<file path="config.mk">
export PLATFORM = sky130hd
export DESIGN_NAME = ordered_array_engine
export DESIGN_NICKNAME = d
export VERILOG_FILES = /design/src/rtl/oae_pkg.sv /design/src/rtl/oae_ram.sv /design/src/rtl/ordered_array_engine.sv
export VERILOG_INCLUDE_DIRS = /design/src /design/src/rtl
export SDC_FILE = /design/constraint.sdc
export NUM_CORES = 1
export LEC_CHECK = 0
export BUFFER_PORTS_ARGS = -buffer_cell sky130_fd_sc_hd__buf_2
export CAP_MARGIN = 20
export CORE_UTILIZATION = 55
export CTS_CLUSTER_SIZE = 12
export DETAILED_ROUTE_END_ITERATION = 7
export PLACE_DENSITY = 0.71
export SETUP_SLACK_MARGIN = 0.3
export SYNTH_ARGS = -nofsm -noshare
export SYNTH_HDL_FRONTEND = slang
export SYNTH_SLANG_ARGS = --single-unit
</file>
<file path="constraint.sdc">
create_clock -name clk -period 10.7 [get_ports clk]
set_input_delay 1.07 -clock clk [delete_from_list [all_inputs] [get_ports clk]]
set_output_delay 1.07 -clock clk [all_outputs]
set_load 0.02 [all_outputs]
</file>
<file path="src/rtl/assert_macros.svh">
// Assertion macros shared by the ordered array engine RTL.
// Needs nothing else; files that assert pull it in by include.
`ifndef ASSERT_MACROS_SVH
`define ASSERT_MACROS_SVH

// This check applies only while reset is released.
`define ASSERT_RST(lbl, clk, rst_n, prop, msg) \
  lbl: assert property (@(posedge clk) disable iff (!rst_n) prop) else $error(msg);

// This check applies on every clock edge, during reset as well.
`define ASSERT_ALWAYS(lbl, clk, prop, msg) \
  lbl: assert property (@(posedge clk) prop) else $error(msg);

`endif

</file>
<file path="src/rtl/oae_pkg.sv">
// Package for the ordered array engine: request and response types,
// opcode and status codes, and parameter defaults. It depends on nothing.
package oae_pkg;

  localparam int DEPTH_DEF      = 16;
  localparam int ELEM_WIDTH_DEF = 32;

  localparam logic [4:0] CAP_RESET = 5'd16;

  localparam logic [2:0] OP_INSERT  = 3'd0;
  localparam logic [2:0] OP_DEL_VAL = 3'd1;
  localparam logic [2:0] OP_DEL_POS = 3'd2;
  localparam logic [2:0] OP_MODIFY  = 3'd3;
  localparam logic [2:0] OP_SEARCH  = 3'd4;

  localparam logic [1:0] ST_OK    = 2'd0;
  localparam logic [1:0] ST_RANGE = 2'd1;
  localparam logic [1:0] ST_FULL  = 2'd2;
  localparam logic [1:0] ST_MISS  = 2'd3;

  typedef struct packed {
    logic [2:0]  opcode;
    logic [4:0]  position;
    logic [31:0] value;
  } in_req_t;

  typedef struct packed {
    logic [1:0] status;
    logic [4:0] found_position;
    logic [4:0] used_count;
  } out_rsp_t;

endpackage

</file>
<file path="src/rtl/oae_ram.sv">
// Generic simple dual-port RAM: one write port, one read port with
// registered read data. Used by the ordered array engine; no dependencies.
module oae_ram #(
  parameter int WIDTH = 32,
  parameter int DEPTH = 16
) (
  input  logic                     clk,
  input  logic                     we,
  input  logic [$clog2(DEPTH)-1:0] waddr,
  input  logic [WIDTH-1:0]         wdata,
  input  logic                     re,
  input  logic [$clog2(DEPTH)-1:0] raddr,
  output logic [WIDTH-1:0]         rdata
);

  logic [WIDTH-1:0] mem [DEPTH];

  always_ff @(posedge clk) begin
    if (we) begin
      mem[waddr] <= wdata;
    end
    if (re) begin
      rdata <= mem[raddr];
    end
  end

endmodule

</file>
<file path="src/rtl/ordered_array_engine.sv">
// Ordered array engine top level: sequencer around one entry RAM.
// Depends on oae_pkg, oae_ram and assert_macros.svh.
//
// Usage: requests arrive on in_valid/in_ready carrying opcode, position and
// value; one response per request leaves on out_valid/out_ready with status,
// found position and the used count after the operation. cfg_we/cfg_wdata
// write the capacity register at any clock edge.
// The entries live in a RAM with one read and one write per cycle, so every
// shift or scan walks the array one entry per cycle. By operation:
//   modify, unknown opcodes and rejected requests: idle, then done, which
//   loads the output register and returns to idle for the next request;
//   search, delete by value, delete by position: a run state reads the
//   entries one by one, then done (search stops at its first match);
//   insert: run moves the entries from the insert position up one slot, a
//   last state writes the new value, then done; with nothing to move it skips run.
// After reset a clearing pass writes zero to all DEPTH entries, one per
// cycle, and in_ready stays low until the pass ends.
// A finished response sits in the output register; when the receiver stalls
// a new request can still be accepted and worked on, and its response waits
// in the sequencer until the output register is free.
module ordered_array_engine #(
  parameter int DEPTH      = oae_pkg::DEPTH_DEF,
  parameter int ELEM_WIDTH = oae_pkg::ELEM_WIDTH_DEF
) (
  input  logic             clk,
  input  logic             rst_n,
  input  logic             in_valid,
  output logic             in_ready,
  input  oae_pkg::in_req_t in_req,
  output logic             out_valid,
  input  logic             out_ready,
  output oae_pkg::out_rsp_t out_rsp,
  input  logic             cfg_we,
  input  logic [4:0]       cfg_wdata
);

  import oae_pkg::*;

  `include "assert_macros.svh"

  localparam int AW = $clog2(DEPTH);
  localparam int PW = $clog2(DEPTH + 1);
  localparam int KW = (PW > 5) ? PW : 5;

  typedef enum logic [2:0] {
    S_CLEAR,
    S_IDLE,
    S_RUN,
    S_LAST,
    S_DONE
  } state_t;

  state_t                state_r, state_nxt;
  logic [4:0]            cap_r, cap_nxt;
  logic [PW-1:0]         used_r, used_nxt;
  logic [2:0]            op_r, op_nxt;
  logic [4:0]            pos_r, pos_nxt;
  logic [ELEM_WIDTH-1:0] val_r, val_nxt;
  logic [PW-1:0]         ptr_r, ptr_nxt;
  logic [PW-1:0]         cnt_r, cnt_nxt;
  logic                  rv_r, rv_nxt;
  logic [PW-1:0]         raddr_r, raddr_nxt;
  logic                  hit_r, hit_nxt;
  logic [4:0]            hit_pos_r, hit_pos_nxt;
  logic [1:0]            res_status_r, res_status_nxt;
  logic [4:0]            res_found_r, res_found_nxt;
  logic                  out_valid_r, out_valid_nxt;
  out_rsp_t              out_rsp_r, out_rsp_nxt;

  logic                  ram_we;
  logic [AW-1:0]         ram_waddr;
  logic [ELEM_WIDTH-1:0] ram_wdata;
  logic                  ram_re;
  logic [AW-1:0]         ram_raddr;
  logic [ELEM_WIDTH-1:0] ram_rdata;

  logic [KW-1:0]         cap_k, size_k, pos_k, used_k, pos_m1_k, used_k_r;
  logic [63:0]           val_ext;
  logic [ELEM_WIDTH-1:0] rd_data;
  logic [PW-1:0]         waddr_up, waddr_dn;
  logic [KW-1:0]         hit_pos_k, pos_r_m1_k;

  oae_ram #(
    .WIDTH (ELEM_WIDTH),
    .DEPTH (DEPTH)
  ) u_ram (
    .clk   (clk),
    .we    (ram_we),
    .waddr (ram_waddr),
    .wdata (ram_wdata),
    .re    (ram_re),
    .raddr (ram_raddr),
    .rdata (ram_rdata)
  );

  assign in_ready  = (state_r == S_IDLE);
  assign out_valid = out_valid_r;
  assign out_rsp   = out_rsp_r;

  // Effective size is the capacity clamped to 1..DEPTH.
  assign cap_k  = KW'(cap_r);
  assign size_k = (cap_k == '0) ? KW'(1) :
                  ((cap_k > KW'(DEPTH)) ? KW'(DEPTH) : cap_k);
  assign pos_k    = KW'(in_req.position);
  assign used_k   = KW'(used_r);
  assign used_k_r = used_k - KW'(1);
  assign pos_m1_k = pos_k - KW'(1);
  assign val_ext  = {32'd0, in_req.value};

  // The slot just past the last entry of a full array reads as zero.
  assign rd_data    = (raddr_r == PW'(DEPTH)) ? '0 : ram_rdata;
  assign waddr_up   = raddr_r + PW'(1);
  assign waddr_dn   = raddr_r - PW'(1);
  assign hit_pos_k  = KW'(raddr_r) + KW'(1);
  assign pos_r_m1_k = KW'(pos_r) - KW'(1);

  always_comb begin
    state_nxt      = state_r;
    cap_nxt        = cfg_we ? cfg_wdata : cap_r;
    used_nxt       = used_r;
    op_nxt         = op_r;
    pos_nxt        = pos_r;
    val_nxt        = val_r;
    ptr_nxt        = ptr_r;
    cnt_nxt        = cnt_r;
    rv_nxt         = 1'b0;
    raddr_nxt      = raddr_r;
    hit_nxt        = hit_r;
    hit_pos_nxt    = hit_pos_r;
    res_status_nxt = res_status_r;
    res_found_nxt  = res_found_r;
    out_valid_nxt  = out_valid_r && !out_ready;
    out_rsp_nxt    = out_rsp_r;
    ram_we         = 1'b0;
    ram_waddr      = '0;
    ram_wdata      = '0;
    ram_re         = 1'b0;
    ram_raddr      = '0;

    case (state_r)
      S_CLEAR: begin
        ram_we    = 1'b1;
        ram_waddr = ptr_r[AW-1:0];
        if (ptr_r == PW'(DEPTH - 1)) begin
          state_nxt = S_IDLE;
        end else begin
          ptr_nxt = ptr_r + PW'(1);
        end
      end

      S_IDLE: begin
        if (in_valid) begin
          op_nxt         = in_req.opcode;
          pos_nxt        = in_req.position;
          val_nxt        = val_ext[ELEM_WIDTH-1:0];
          res_status_nxt = ST_OK;
          res_found_nxt  = '0;
          state_nxt      = S_DONE;
          case (in_req.opcode)
            OP_INSERT: begin
              if (pos_k == '0 || pos_k > size_k) begin
                res_status_nxt = ST_RANGE;
              end else if (used_k >= size_k) begin
                res_status_nxt = ST_FULL;
              end else if (used_k >= pos_k) begin
                // Move entries pos-1 .. used-1 up one slot, top first.
                ptr_nxt   = PW'(used_k_r);
                cnt_nxt   = PW'(used_k - pos_k + KW'(1));
                state_nxt = S_RUN;
              end else begin
                state_nxt = S_LAST;
              end
            end
            OP_DEL_VAL, OP_SEARCH: begin
              if (used_r == '0) begin
                res_status_nxt = ST_MISS;
              end else begin
                ptr_nxt   = '0;
                cnt_nxt   = used_r;
                hit_nxt   = 1'b0;
                state_nxt = S_RUN;
              end
            end
            OP_DEL_POS: begin
              if (pos_k == '0 || pos_k > used_k) begin
                res_status_nxt = ST_RANGE;
              end else begin
                // Reads slots pos .. used; each lands one slot lower.
                ptr_nxt   = PW'(pos_k);
                cnt_nxt   = PW'(used_k - pos_k + KW'(1));
                hit_nxt   = 1'b1;
                state_nxt = S_RUN;
              end
            end
            OP_MODIFY: begin
              if (pos_k == '0 || pos_k > size_k) begin
                res_status_nxt = ST_RANGE;
              end else begin
                ram_we    = 1'b1;
                ram_waddr = pos_m1_k[AW-1:0];
                ram_wdata = val_ext[ELEM_WIDTH-1:0];
              end
            end
            default: begin
            end
          endcase
        end
      end

      S_RUN: begin
        // Issue the next read.
        if (cnt_r != '0) begin
          ram_re    = (ptr_r != PW'(DEPTH));
          ram_raddr = ptr_r[AW-1:0];
          rv_nxt    = 1'b1;
          raddr_nxt = ptr_r;
          cnt_nxt   = cnt_r - PW'(1);
          ptr_nxt   = (op_r == OP_INSERT) ? (ptr_r - PW'(1)) : (ptr_r + PW'(1));
        end
        // Handle the data read in the previous cycle.
        if (rv_r) begin
          if (op_r == OP_INSERT) begin
            ram_we    = 1'b1;
            ram_waddr = waddr_up[AW-1:0];
            ram_wdata = rd_data;
          end else if (hit_r) begin
            if (op_r != OP_SEARCH) begin
              ram_we    = 1'b1;
              ram_waddr = waddr_dn[AW-1:0];
              ram_wdata = rd_data;
            end
          end else if (rd_data == val_r) begin
            hit_nxt     = 1'b1;
            hit_pos_nxt = hit_pos_k[4:0];
            if (op_r == OP_SEARCH) begin
              cnt_nxt = '0;
            end
          end
        end
        if (cnt_r == '0 && !rv_r) begin
          state_nxt = S_DONE;
          case (op_r)
            OP_INSERT: begin
              state_nxt = S_LAST;
            end
            OP_DEL_VAL: begin
              if (hit_r) begin
                used_nxt = used_r - PW'(1);
              end else begin
                res_status_nxt = ST_MISS;
              end
            end
            OP_DEL_POS: begin
              used_nxt = used_r - PW'(1);
            end
            OP_SEARCH: begin
              if (hit_r) begin
                res_found_nxt = hit_pos_r;
              end else begin
                res_status_nxt = ST_MISS;
              end
            end
            default: begin
            end
          endcase
        end
      end

      S_LAST: begin
        ram_we    = 1'b1;
        ram_waddr = pos_r_m1_k[AW-1:0];
        ram_wdata = val_r;
        used_nxt  = used_r + PW'(1);
        state_nxt = S_DONE;
      end

      S_DONE: begin
        if (!out_valid_r || out_ready) begin
          out_valid_nxt              = 1'b1;
          out_rsp_nxt.status         = res_status_r;
          out_rsp_nxt.found_position = res_found_r;
          out_rsp_nxt.used_count     = used_k[4:0];
          state_nxt                  = S_IDLE;
        end
      end

      default: begin
        state_nxt = S_IDLE;
      end
    endcase
  end

  always_ff @(posedge clk) begin
    if (!rst_n) begin
      state_r     <= S_CLEAR;
      cap_r       <= CAP_RESET;
      used_r      <= '0;
      ptr_r       <= '0;
      cnt_r       <= '0;
      rv_r        <= 1'b0;
      hit_r       <= 1'b0;
      out_valid_r <= 1'b0;
    end else begin
      state_r     <= state_nxt;
      cap_r       <= cap_nxt;
      used_r      <= used_nxt;
      ptr_r       <= ptr_nxt;
      cnt_r       <= cnt_nxt;
      rv_r        <= rv_nxt;
      hit_r       <= hit_nxt;
      out_valid_r <= out_valid_nxt;
    end
    op_r         <= op_nxt;
    pos_r        <= pos_nxt;
    val_r        <= val_nxt;
    raddr_r      <= raddr_nxt;
    hit_pos_r    <= hit_pos_nxt;
    res_status_r <= res_status_nxt;
    res_found_r  <= res_found_nxt;
    out_rsp_r    <= out_rsp_nxt;
  end

  // A shift never writes the slot it is reading in the same cycle.
  `ASSERT_RST(a_no_rw_clash, clk, rst_n,
    (ram_we && ram_re) |-> (ram_waddr != ram_raddr), "RAM read and write hit one slot")
  `ASSERT_RST(a_used_bound, clk, rst_n,
    used_r <= PW'(DEPTH), "used count beyond depth")
  `ASSERT_RST(a_rsp_from_done, clk, rst_n,
    $rose(out_valid_r) |-> $past(state_r == S_DONE), "response raised outside done state")
  `ASSERT_RST(a_read_counted, clk, rst_n,
    rv_r |-> $past(cnt_r != '0), "read data without an issued read")

endmodule
</file>
---- Word level (Yosys, flattened, before mapping) ----
Memories as Yosys holds them, arrays and structs flattened. A register that Yosys moved wholly into a read port is not among the register bits.
Cells that the tools add are included.
storage, ports and cells
  bits in registers ....................... 94
  ROM bits ................................ 0
  logic and storage cells ................. 210
  memories ................................ 1
  memory bits (writable) .................. 512
  bits in latches ......................... 0
memories
  memory     depth  width  rd ports  clocked after memory_dff  wr ports  RTL line       text
  u_ram.mem  16     32     1         1                         1         oae_ram.sv:16  logic [WIDTH-1:0] mem [DEPTH];
operators by class
  shifts and indexed selects .............. 0
  order comparisons ....................... 5
  multipliers ............................. 0
  add/subtract/negate cells ............... 11
  equal/unequal tests ..................... 37
  bitwise gates (word level) .............. 2
  multiplexer cells ....................... 102
  div/mod/pow operators ................... 0
  reductions and logical operators ........ 34
operators with widths
  kind                                                  count
  two-way mux 32 bit                                    8
  two-way mux 5 bit                                     29
  one-hot mux 32 bit (3 select lines)                   1
  one-hot mux 5 bit (3 select lines)                    3
  one-hot mux 5 bit (2 select lines)                    4
  two-way mux 4 bit                                     9
  equality test 32 bit                                  1
  two-way mux 3 bit                                     9
  two-way mux 1 bit                                     24
  != test 2 bit (second input constant)                 12
  != test 3 bit (second input constant)                 7
  adder 5 x 1 -> 5 bit (second input constant)          4
  logical NOT 5 bit                                     4
  one-hot mux 4 bit (4 select lines)                    1
  equality test 3 x 2 -> 1 bit (second input constant)  5
  one-hot mux 3 bit (5 select lines)                    1
  AND reduction 5 bit                                   3
  subtractor 5 x 1 -> 5 bit (second input constant)     3
  two-way mux 2 bit                                     7
  subtractor 4 x 1 -> 4 bit (second input constant)     3
  >= comparator 5 bit                                   2
  greater-than comparator 5 bit                         2
  AND reduction 10 bit                                  1
  equality test 3 x 1 -> 1 bit (second input constant)  3
  other kinds (26)                                      45

---- Longest topological paths before layout ----
Gate-level depths: netlist of run 1.
  depth in word-level cells ............... 11
  mapped depth ............................ 13
  depth with buffers taken out ............ 12

---- Cells and area by module ----
Synthesis of run 1 repeated with hierarchy kept, for this count alone.
unflattened totals
  cells, all modules ...................... 1499
  area, all modules ....................... 26379.0 um^2
modules (own cells, without submodules)
  module                area each (um^2)  instances  cells each
  oae_ram               20155.6           1          838
  ordered_array_engine  6223.5            1          661

---- Worst setup path after synthesis of run 1 ----
OpenSTA, ideal clock, no wires.
  kind .................................... input to register
  start ................................... input in_req[35] (netlist name)
  end ..................................... memory u_ram.mem[6][0] (enable)
  required time ........................... 10279 ps
  library setup time ...................... 421 ps
  stages .................................. 9
  buffers on the path ..................... 0
  slack ................................... 5905 ps
  arrival time ............................ 4373 ps
  path through ............................ ha_1 a21oi_1 a21boi_0 o32ai_2 nand2_1 or4_4 o221ai_4 nand2b_2 nor2_1
between the ends
  cells in the longest elaborated chain, start to end .. 8
  elaborated cells on any way between the ends .. 14
  those cells by class .................... 1 x add/sub; 1 x order compare; 10 x mux; 2 x reduce/logical
ends and longest elaborated chain
  what                                                                       RTL line                     text
  start, declared                                                            ordered_array_engine.sv:29   input oae_pkg::in_req_t in_req,
  greater-than comparator 5 bit / logical NOT 5 bit (equally long branches)  ordered_array_engine.sv:196  if (pos_k == '0 || pos_k > size_k) begin
  logical OR 1 bit                                                           ordered_array_engine.sv:196
  two-way mux 1 bit                                                          ordered_array_engine.sv:196
  two-way mux 1 bit                                                          ordered_array_engine.sv:159  case (in_req.opcode)
  two-way mux 1 bit                                                          ordered_array_engine.sv:152  if (in_valid) begin
  one-hot mux 1 bit (3 select lines)                                         ordered_array_engine.sv:140  case (state_r)
  two-way mux 1 bit                                                          oae_ram.sv:19                if (we) begin
  two-way mux 1 bit (implied by the code)                                    oae_ram.sv:20                mem[waddr] <= wdata;
  end, declared                                                              oae_ram.sv:16
Several ways; a longest one is shown, not always the timed one.

---- Worst setup path in the final report of run 1 ----
  start ................................... register cnt_r[0]
  end ..................................... register u_ram.rdata[3] (read register of u_ram.mem) (data pin)
between the ends
  cells in the longest elaborated chain, start to end .. 3
  elaborated cells on any way between the ends .. 5
  those cells by class .................... 4 x mux; 1 x reduce/logical
ends and longest elaborated chain
  what                                                           RTL line                     text
  start, declared                                                ordered_array_engine.sv:60   logic [PW-1:0] cnt_r, cnt_nxt;
  start signal, assigned                                         ordered_array_engine.sv:308  cnt_r <= cnt_nxt;
  nonzero test 5 bit (*)                                         ordered_array_engine.sv:212  if (cnt_r != '0) begin
  two-way mux 4 bit / two-way mux 1 bit (equally long branches)  ordered_array_engine.sv:212
  two-way mux 4 bit / two-way mux 1 bit (equally long branches)  ordered_array_engine.sv:140
  end, declared                                                  oae_ram.sv:13                output logic [WIDTH-1:0] rdata
Every way passes the cells marked *; elsewhere a longest branch is shown, timed or not.
A chain may end at the register's enable or synchronous reset.

==> results of run 1 <==
-- layer usage --
| metal | vias to the layer above | wire, um |
|---|---|---|
| met5 | - | 0 |
| met4 | 0 | 2450 |
| met3 | 135 | 4710 |
| met2 | 702 | 31400 |
| met1 | 7983 | 25900 |
| li1 | 7020 | - |
-- how the worst max path moves through the flow --
stage                              endpoint  depth (start not counted)        from  slack (ns)
after floorplan             u_ram.mem[6][0]                          9  in_req[35]        5.91
after global placement      u_ram.mem[9][7]                         10  in_req[35]        5.79
after detailed placement  u_ram.mem[15][14]                         10  in_req[35]        5.74
after CTS                   u_ram.rdata[23]                         11    cnt_r[0]        6.23
after global routing        u_ram.rdata[21]                         11    cnt_r[0]        5.96
final                        u_ram.rdata[3]                         13    cnt_r[0]        6.36
-- cell usage in the layout, fill, tap and decap left out, types with 16 or more instances in the layout --
cell type  count
a31oi_1       55
nor2_1        77
o32ai_1       17
clkbuf_16     70
a21oi_1       29
xnor2_1       37
mux4_2        67
nor4bb_1      16
edfxtp_1     612
ha_1          33
o21ai_0       41
dfxtp_1       24
nor2_4        17
mux2i_1       67
inv_1         64
a211oi_1      70
buf_2         63
mux2_2        29
buf_4         21
and3_1        35
a222oi_1      32
nand2_1      156
nand3_1       43
-- area by class of cell --
class | instances | area, um^2 | share of cell area (%)
multi-input cells | 950 | 7630 | 25.2
clock inverters | 21 | 209 | 0.689
flip-flops and latches | 638 | 18900 | 62.4
inverters | 67 | 253 | 0.834
repair buffers | 94 | 696 | 2.29
clock buffers | 84 | 1800 | 5.95
well taps | 656 | 821 | 2.71
-- sequential cells by signal, summed over array words and instances, names as in the netlist, 2 cells and up --
signal / flops
state_r: 3
raddr_r: 5
res_status_r: 2
hit_pos_r: 5
pos_r: 4
ptr_r: 5
val_r: 32
u_ram.mem: 512
res_found_r: 5
used_k: 5
op_r: 3
cap_k: 5
cnt_r: 5
out_rsp: 12
u_ram.rdata: 32
-- cells in the mapped netlist (33+ instances only) --
library cell  instances  area [um^2]
o21ai_0              41          205
mux2i_1              67          671
a31oi_1              56          350
a211oi_1             70          526
ha_1                 33          413
nand2_1             158          593
inv_1                65          244
nor2_1               94          353
clkbuf_1             58          218
edfxtp_1            612        18400
mux4_2               67         1510
xnor2_1              37          324
and3_1               35          219
nand3_1              43          215
-- through the flow --
stage	hold WS (ns)	setup slack [ns]	cell area, um^2
after floorplan	0.400	5.91	27000
after global placement	0.401	5.79	28100
after detailed placement	0.406	5.74	28200
after CTS	0.421	6.23	30200
after global routing	0.427	5.96	30300
final	0.420	6.36	30300
-- power groups by stage --
stage / sequential [mW] / clock (mW) / combinational, mW
after floorplan: 2.82 / 0 / 0.128
after global placement: 2.83 / 0 / 0.187
after detailed placement: 2.83 / 0 / 0.190
after CTS: 2.78 / 2.21 / 0.192
after global routing: 2.79 / 2.30 / 0.208
final: 2.78 / 2.19 / 0.193
-- logic make-up (layout without fill, tap and decap cells) --
group / count (synthesis) / after routing / share of synthesized area [%]
adders and majority gates: 36 / 36 / 1.71
muxes: 163 / 163 / 9.26
DFF: 638 / 638 / 69.9
buffers and inverters: 168 / 266 / 2.61
xor gates and xnor gates: 41 / 41 / 1.33
and+or+nand+nor: 419 / 419 / 7.52
AOI/OAI and AO/OA: 291 / 291 / 7.70
==> results.py, run 1 <==
metrics = {
    "floorplanning": {
        "die_h_um": 224,
        "dieWidth_um": 224,
        "initial_core_util_pct": 56.2,
        "num_rows": 80,
        "die_area_um2": 50100,
        "io_pins": 64,
        "core_um2": 48100,
    },
    "worst_hold_path": {
        "holdPathStages": 0,
        "min-delay-start": "res_status_r[0]",
        "hold_end": "out_rsp[10]",
        "hold_path_class": "reg -> reg",
    },
    "timing": {
        "finClkSkew_ns": 0.0184,
        "hold_violations": 0,
        "setup_viol": 0,
        "tightest_slew_ns": 1.14,
        "period_share_pct": 40.6,
        "finalCriticalPeriod_ns": 4.34,
        "max_freq_mhz": 230,
        "slew_headroom_pct": 23.7,
        "drv_slew": 0,
        "tns_ns": 0,
        "grt_setup_unrepaired": "false",
    },
    "logic_synthesis": {
        "synth-edff-count": 612,
        "synthDistinctLibCells": 72,
        "ys.flop_type": "edfxtp_1",
        "ys_ff_latch": 638,
        "synth_cells": 1756,
        "async_flop_share_pct": 0,
        "seq_area_frac_synth_pct": 69.9,
        "yosysWarnings": 0,
        "syn_nets": 1841,
        "synth_area_per_cell_um2": 15.4,
        "syn_area_um2": 27000,
    },
    "placement": {
        "hpwl_um": 38200,
        "port_buffers": 63,
        "place_congestion": 0.880,
        "dpl.cell_count": 2401,
    },
    "global_route": {
        "grt_max_degree": 70,
        "grt_usage_pct": 26.1,
        "met3_usage_pct": 4.25,
        "met1_usage_pct": 35.1,
        "grt_pass1_wl_um": 95900,
        "grt_pass1_vias": 15600,
        "busiest_layer": "met2",
        "use_met2_pct": 42.7,
        "grt_overflow": 0,
        "antenna_found_initial": 1,
    },
    "clocking": {
        "postCtsResizedCells": 0,
        "clk_latency_ns": 0.60,
        "cts_max_level": 3,
        "post_cts_buffers": 0,
        "cts_tree": "built",
        "cts_sinks": 638,
        "clkTransAtPathRegs_ns": 0.06,
        "cts_root_buf": "clkbuf_16",
        "ctsHoldBuffers": 0,
        "cts_buffers": 68,
        "clk_path_buf_depth": 3,
    },
    "power_and_ir_drop": {
        "p_per_area_nw_per_um2": 170,
        "leakage_nw": 9.83,
        "p_int_mw": 4.10,
        "ir_drop_mv": 0.159,
        "swShare_pct": 20.6,
        "p_clk_share_pct": 42.4,
        "combPwrFrac_pct": 3.7,
        "total_power_mw": 5.16,
        "switchingPower_mw": 1.07,
        "seqPwrFrac_pct": 53.9,
    },
    "route": {
        "wl_um": 64500,
        "wl_per_cell_um": 25.7,
        "vias": 15800,
        "first_iter_violations": 1846,
        "antenna_left": 0,
        "drc_errors": 0,
        "avgViaCountPerCell": 6.31,
        "first_pass_iters": 7,
    },
    "worst_setup_path": {
        "crit_buf_inv": 3,
        "regToRegEndpoint": "u_ram.rdata[3]",
        "cp_cell_sequence": "inv_1 > ha_1 > nand2b_1 > or3_1 > nand2_1 > inv_2 > nand2_1 > buf_4 > nand2_1 > and3_1 > a211oi_1 > a211oi_1 > a31oi_1",
        "crit_required_ns": 10.98,
        "r2r-start": "cnt_r[0]",
        "slowest_delay_ns": 0.81,
        "reg2regPathDepth": 13,
        "worstPathArrival_ns": 4.63,
        "start_kind": "flip-flop",
        "critical-path-slowest-cell": "inv_2",
        "cp_max_fo": 44,
        "path_delay_family": "simple AND/OR/NAND/NOR gates",
        "critPathCaptureType": "flip-flop",
        "cpMostUsedCell": "nand2_1",
        "critical_path_class": "reg -> reg",
        "timing.reg2reg.setup_slack_ns": 6.36,
    },
    "flow_run": {
        "max_cap_viol_count": 0,
    },
    "cells_and_area": {
        "num-nets-final": 1904,
        "drive_gt1_share_pct": 17.3,
        "fillers": 3418,
        "diodes": 0,
        "final_util_pct": 63.0,
        "area.growth.synth_to_final_pct": 12.1,
        "stdcell_count": 2510,
    },
    "outcome": {
        "outcome": "complete, no violations",
    },
}
No activity file was read; power rests on OpenSTA's default activity.
==> inputs of run 2 (changes only) <==
- ABC_AREA: default -> 1
- PLACE_DENSITY: 0.71 -> 0.74
- clock period: 10.7 -> 3.9 ns (I/O delays scaled with it)
==> run 2 against run 1 <==
Against the previous run:
- clock power increased to 2.7 times the previous value
- global-route usage grew 0.69 points
- first-iteration DRC count is 6.5% higher
- non-clock buffer count is 90 higher
- critical path depth increased by 3
- area after synthesis up 3.9%
- die area up 3.9%
- synthesized cell count rose by 35%
- critical endpoint is now hit_pos_r[3]
- largest cell class unchanged
==> results.py, run 2 <==
metrics = {
    "outcome": {
        "outcome": "complete, no violations",
    },
    "route": {
        "first_pass_iters": 6,
        "first_iter_violations": 1966,
        "antenna_left": 0,
        "wl_per_cell_um": 21.7,
        "avgViaCountPerCell": 5.91,
        "vias": 18900,
        "wl_um": 69500,
        "drc_errors": 0,
    },
    "placement": {
        "dpl_cell_area_um2": 29700,
        "dpl.cell_count": 3069,
        "port_buffers": 63,
        "place_congestion": 0.930,
        "hpwl_um": 41900,
    },
    "worst_setup_path": {
        "crit_required_ns": 4.21,
        "r2r-start": "raddr_r[0]",
        "start_kind": "flip-flop",
        "critical-path-slowest-cell": "nand2_4",
        "slowest_delay_ns": 0.50,
        "regToRegEndpoint": "hit_pos_r[3]",
        "path_depth": 16,
        "critical_path_class": "reg -> reg",
        "cp_cell_sequence": "inv_1 > ha_1 > nand2_1 > inv_1 > nand2_4 > nand2_1 > nand2_1 > nand2_1 > nor2_1 > nand2_1 > nor2_1 > nand2_1 > nor2_2 > inv_1 > nor4_1 > buf_4",
        "crit_buf_inv": 4,
        "cp_max_fo": 64,
        "cpMostUsedCell": "nand2_1",
        "crit_end": "hit_pos_r[3]",
        "worstSetupStartpoint": "raddr_r[0]",
        "critPathCaptureType": "flip-flop",
        "reg2regPathDepth": 16,
        "timing.reg2reg.setup_slack_ns": 0.56,
        "path_delay_family": "simple AND/OR/NAND/NOR gates",
        "worstPathArrival_ns": 3.65,
    },
    "logic_synthesis": {
        "ys.flop_type": "edfxtp_1",
        "synth_area_per_cell_um2": 11.9,
        "synthDistinctLibCells": 44,
        "syn_nets": 2451,
        "synth-edff-count": 612,
        "yosys-top-cells-area": "edfxtp_1 65%, nand2_1 5.1%, o21ai_0 3.9%",
        "synth_cells": 2366,
        "ys_ff_latch": 638,
        "async_flop_share_pct": 0,
        "netlist.area_leader.share_pct": 65.4,
        "synth_most_common_cell": "edfxtp_1",
        "syn_area_um2": 28100,
        "synth_top_cell_by_area": "edfxtp_1",
        "seq_area_frac_synth_pct": 67.2,
        "yosysWarnings": 0,
        "synth_common_cells": "612 x edfxtp_1, 381 x nand2_1, 247 x inv_1",
    },
    "clocking": {
        "clk_latency_ns": 0.62,
        "clkTransAtPathRegs_ns": 0.06,
        "cts_tree": "built",
        "cts_max_level": 3,
        "cts_root_buf": "clkbuf_16",
        "cts_sinks": 638,
        "cts_buffers": 67,
        "clk_path_buf_depth": 3,
    },
    "power_and_ir_drop": {
        "seqPwrFrac_pct": 51.7,
        "p_int_mw": 12.5,
        "combPwrFrac_pct": 14.0,
        "total_power_mw": 16.9,
        "swShare_pct": 26.4,
        "p_clk_share_pct": 34.4,
        "leakage_nw": 11.3,
        "switchingPower_mw": 4.48,
        "p_per_area_nw_per_um2": 531,
        "ir_drop_mv": 0.467,
    },
    "cells_and_area": {
        "final_common_cell": "edfxtp_1",
        "diodes": 0,
        "reg.largest.list": "u_ram.mem: 512 flops, u_ram.rdata: 32 flops, val_r: 32 flops",
        "top_register": "u_ram.mem",
        "seqCellArea_um2": 18900,
        "multi_input_area_um2": 7810,
        "num-nets-final": 2578,
        "final_cell_mix": "612 x edfxtp_1, 381 x nand2_1, 246 x inv_1, 218 x o21ai_0, 119 x o211ai_1",
        "final_area_um2": 31900,
        "largest_register_ffs": 512,
        "drive_gt1_share_pct": 12.9,
        "fillers": 3728,
        "area.growth.synth_to_final_pct": 13.5,
        "stdcell_count": 3199,
    },
    "global_route": {
        "grt_pass1_vias": 18300,
        "grt_max_degree": 117,
        "grt_pass1_wl_um": 107000,
        "grt_usage_pct": 26.8,
        "antenna_found_initial": 0,
        "grt_overflow": 0,
    },
    "timing": {
        "finClkSkew_ns": 0.0273,
        "hold_violations": 0,
        "finalCriticalPeriod_ns": 3.34,
        "drv_slew": 0,
        "setup_viol": 0,
        "tightest_slew_ns": 0.913,
        "period_share_pct": 85.6,
        "max_freq_mhz": 299,
        "slew_headroom_pct": 39.1,
        "grt_setup_unrepaired": "false",
        "tns_ns": 0,
    },
    "flow_run": {
        "max_cap_viol_count": 0,
    },
    "worst_hold_path": {
        "hold_path_class": "in -> reg",
    },
    "floorplanning": {
        "die_h_um": 228,
        "core_um2": 50300,
        "die_area_um2": 52000,
        "dieWidth_um": 228,
        "io_pins": 64,
        "num_rows": 82,
        "initial_core_util_pct": 55.9,
    },
}
[run 2: cell types whose count changed after synthesis, sizes merged, moves of 35 or more]
cell	delta
a31oi	-50
a211oi	-65
nand2	+227
and3	-35
o21ai	+235
o221ai	+39
or2	+41
buf	+38
o211ai	+118
inv	+188
mux4	-67
o21bai	+51
[run 2: metal layers]
metal	track usage (%)	share of wire, %	vias to the layer above	wire length, um
li1	-	-	8717	-
met1	35.8	40	9108	28000
met2	44.4	48	926	33700
met3	4.49	7.9	152	5480
met4	9.71	3.3	0	2290
met5	0	0	-	0
[run 2: what timing repair did]
| item | CTS | global route |
|---|---|---|
| gates resized for setup | 0 | 9 |
| hold endpoints to repair | 16 | 2 |
| setup buffers | 0 | 7 |
| setup endpoints to repair | 0 | 297 |
| hold buffers | 16 | 2 |
[run 2: final cells by class]
cell class                 instances  share of cell area, %
multi-input combinational       1348                   24.5
tap                              672                   2.64
timing repair buffer             184                   4.55
inverter                         254                   2.99
sequential                       638                   59.3
clock inverter                    20                  0.600
clock buffer                      83                   5.48
[run 2: worst min-delay path by stage]
stage / from / end / slack [ns] / cells past startpoint
after CTS: in_req[11] / val_r[11] / 0.0008 / 1
after floorplan: res_status_r[0] / out_rsp[10] / 0.40 / 0
final: in_req[23] / val_r[23] / 0.01 / 1
after global placement: res_found_r[4] / out_rsp[9] / 0.40 / 0
after global routing: in_req[23] / val_r[23] / 0.0006 / 1
after detailed placement: res_status_r[1] / out_rsp[11] / 0.41 / 0
[run 2: worst reg2reg max path, delay by kind of cell, from the launching register on]
kind | cells | cell delay, ns
simple gates | 11 | 1.91
fa+ha+maj | 1 | 0.22
buf+inv | 4 | 0.51
flops | 1 | 0.41
[run 2: through the flow]
stage / utilization, % / worst slack (ns) / hold slack, ns
after global placement: 59.0 / 0.443 / 0.405
final: 63.4 / 0.561 / 0.0145
after floorplan: - / 0.300 / 0.400
after global routing: 63.4 / 0.351 / 0.000628
after detailed placement: 59.0 / 0.370 / 0.408
after CTS: 63.2 / 0.307 / 0.000797
[run 2: power by group through the flow]
stage                     combinational [mW]  sequential, mW  clock, mW
after floorplan                         1.37            8.84          0
after global placement                  2.26            8.85          0
after detailed placement                2.31            8.88          0
after CTS                               2.34            8.75       5.89
after global routing                    2.58            8.82       6.12
final                                   2.37            8.75       5.82
[run 2: kinds of logic (layout without fill, tap and decap cells)]
kind of cell / Yosys count / in the layout / share of synthesized area [%]
fa+ha+maj: 35 / 35 / 1.61
flops: 638 / 638 / 67.2
compound gates: 566 / 566 / 12.4
xor+xnor: 25 / 25 / 0.779
buf+inv: 380 / 541 / 5.64
simple gates: 664 / 664 / 10.3
mux: 58 / 58 / 2.07
==> inputs of run 3 (changes only) <==
- ABC_AREA: 1 -> default
==> run 3 against run 2 <==
Against the previous run:
- final area is 2.8% lower
- clock power is 0.7% lower
- global-route usage is 0.99 points lower
- sequential cell count stayed put
- sequential power is 13% lower
- non-clock buffer count is 11 lower
- the flow now finishes with violations (DRC)
==> results.py, run 3 (synthesis gave the netlist of run 1 again) <==
metrics = {
    "worst_hold_path": {
        "hold_path_class": "in -> reg",
    },
    "cells_and_area": {
        "diodes": 0,
        "top_register": "u_ram.mem",
        "largest_register_ffs": 512,
        "stdcell_count": 2581,
        "final_common_cell": "edfxtp_1",
        "drive_gt1_share_pct": 20.2,
        "reg.largest.list": "u_ram.mem: 512 flops, u_ram.rdata: 32 flops, val_r: 32 flops",
        "num-nets-final": 1982,
        "area.growth.synth_to_final_pct": 14.6,
        "final_cell_mix": "612 x edfxtp_1, 155 x nand2_1, 77 x nor2_1, 75 x buf_4, 70 x a211oi_1",
        "final_area_um2": 31000,
    },
    "route": {
        "wl_per_cell_um": 24.8,
        "first_iter_violations": 1931,
        "wl_um": 63900,
        "antenna_left": 0,
        "first_pass_iters": 8,
        "drc_errors": 7,
        "avgViaCountPerCell": 6.32,
        "vias": 16300,
    },
    "placement": {
        "place_congestion": 0.933,
        "pre_cts_ws_ns": 0.251,
        "dpl_cell_area_um2": 28900,
        "hpwl_um": 41100,
        "port_buffers": 63,
        "dpl.cell_count": 2470,
    },
    "timing": {
        "tns_ns": 0,
        "tightest_slew_ns": 1.08,
        "hold_violations": 0,
        "grt_setup_unrepaired": "true",
        "finalCriticalPeriod_ns": 3.46,
        "drv_slew": 0,
        "setup_ws_ns": 0.438,
        "slew_headroom_pct": 27.8,
        "setup_viol": 0,
        "period_share_pct": 88.8,
        "max_freq_mhz": 289,
        "finClkSkew_ns": 0.0343,
    },
    "outcome": {
        "outcome": "finished with violations",
        "failed_checks": "DRC",
    },
    "floorplanning": {
        "die_h_um": 224,
        "io_pins": 64,
        "initial_core_util_pct": 56.2,
        "die_area_um2": 50100,
        "core_um2": 48100,
        "dieWidth_um": 224,
        "num_rows": 80,
    },
    "clocking": {
        "post_cts_buffers": 0,
        "clk_path_buf_depth": 3,
        "cts_buffers": 67,
        "cts_root_buf": "clkbuf_16",
        "cts_sinks": 638,
        "clkTransAtPathRegs_ns": 0.06,
        "clk_latency_ns": 0.59,
        "cts_max_level": 3,
        "cts_tree": "built",
    },
    "worst_setup_path": {
        "cpMostUsedCell": "nand2_1",
        "critical-path-slowest-cell": "or4_4",
        "cp_cell_sequence": "inv_1 > nand2_1 > ha_1 > a21oi_1 > a21boi_0 > o32ai_2 > nand2_1 > or4_4 > o21ai_4 > nand2b_2 > nor2_4 > buf_4",
        "start_kind": "flip-flop",
        "worstPathArrival_ns": 3.73,
        "slowest_delay_ns": 0.63,
        "timing.reg2reg.setup_slack_ns": 0.44,
        "critical_path_class": "reg -> reg",
        "critPathCaptureType": "flip-flop",
        "cp_max_fo": 16,
        "crit_required_ns": 4.16,
    },
    "global_route": {
        "grt_pass1_wl_um": 95900,
        "grt_max_degree": 68,
        "grt_usage_pct": 25.8,
        "antenna_found_initial": 0,
        "grt_pass1_vias": 15900,
        "grt_overflow": 0,
    },
    "power_and_ir_drop": {
        "leakage_nw": 10.2,
        "total_power_mw": 14.0,
        "ir_drop_mv": 0.457,
        "p_per_area_nw_per_um2": 451,
    },
    "flow_run": {
        "max_cap_viol_count": 0,
    },
}
==> run 3: area by class of cell <==
cell class | count | area [um^2]
inverter | 67 | 253
multi-input combinational | 950 | 7690
tap | 656 | 821
sequential | 638 | 18900
fill | 3316 | 17100
timing repair buffer | 173 | 1410
clock inverter | 15 | 134
clock buffer | 82 | 1790
==> run 3: layer usage <==
metal / track usage (%) / vias up / part of all wire (%)
met3: 4.89 / 111 / 8.9
met5: 0 / - / 0
li1: - / 7182 / -
met1: 36.9 / 8150 / 41
met4: 8.26 / 0 / 2.7
met2: 40.3 / 864 / 47
==> run 3: through the flow <==
step,utilization (%),hold WS [ns]
6_report,64.4,0.0288
5_1_grt,64.4,0.00399
4_1_cts,64.2,0.000231
3_5_place_dp,60.0,0.405
3_3_place_gp,60.0,0.406
2_1_floorplan,-,0.400
==> run 3: critical path, delay by kind of cell, from the launching register on <==
kind | cells | cell delay [ns]
flip-flops | 1 | 0.31
buffers and inverters | 2 | 0.41
AND/OR/NAND/NOR | 5 | 1.27
adder cells (fa/ha/maj) | 1 | 0.32
AO/OA/AOI/OAI | 4 | 0.84
==> run 3: final timing paths <==
| kind | endpoint | cells after the start | from |
|---|---|---|---|
| max reg2reg | u_ram.mem[10][2] | 12 | cap_k[4] |
| min reg2reg | out_rsp[6] | 0 | res_found_r[1] |
| min | val_r[7] | 1 | in_req[7] |
| max | u_ram.mem[10][2] | 12 | cap_k[4] |
==> run 3: what timing repair did <==
action	in CTS	in global routing
hold endpoints to repair	13	0
resized for setup	2	13
hold buffers	13	0
setup endpoints to repair	182	498
pin swaps	0	2
==> run 3: power breakdown <==
part           internal (mW)  switching, mW  total (mW)
clock                   3.34           2.44        5.78
sequential              7.57         0.0559        7.63
combinational          0.235          0.344       0.579
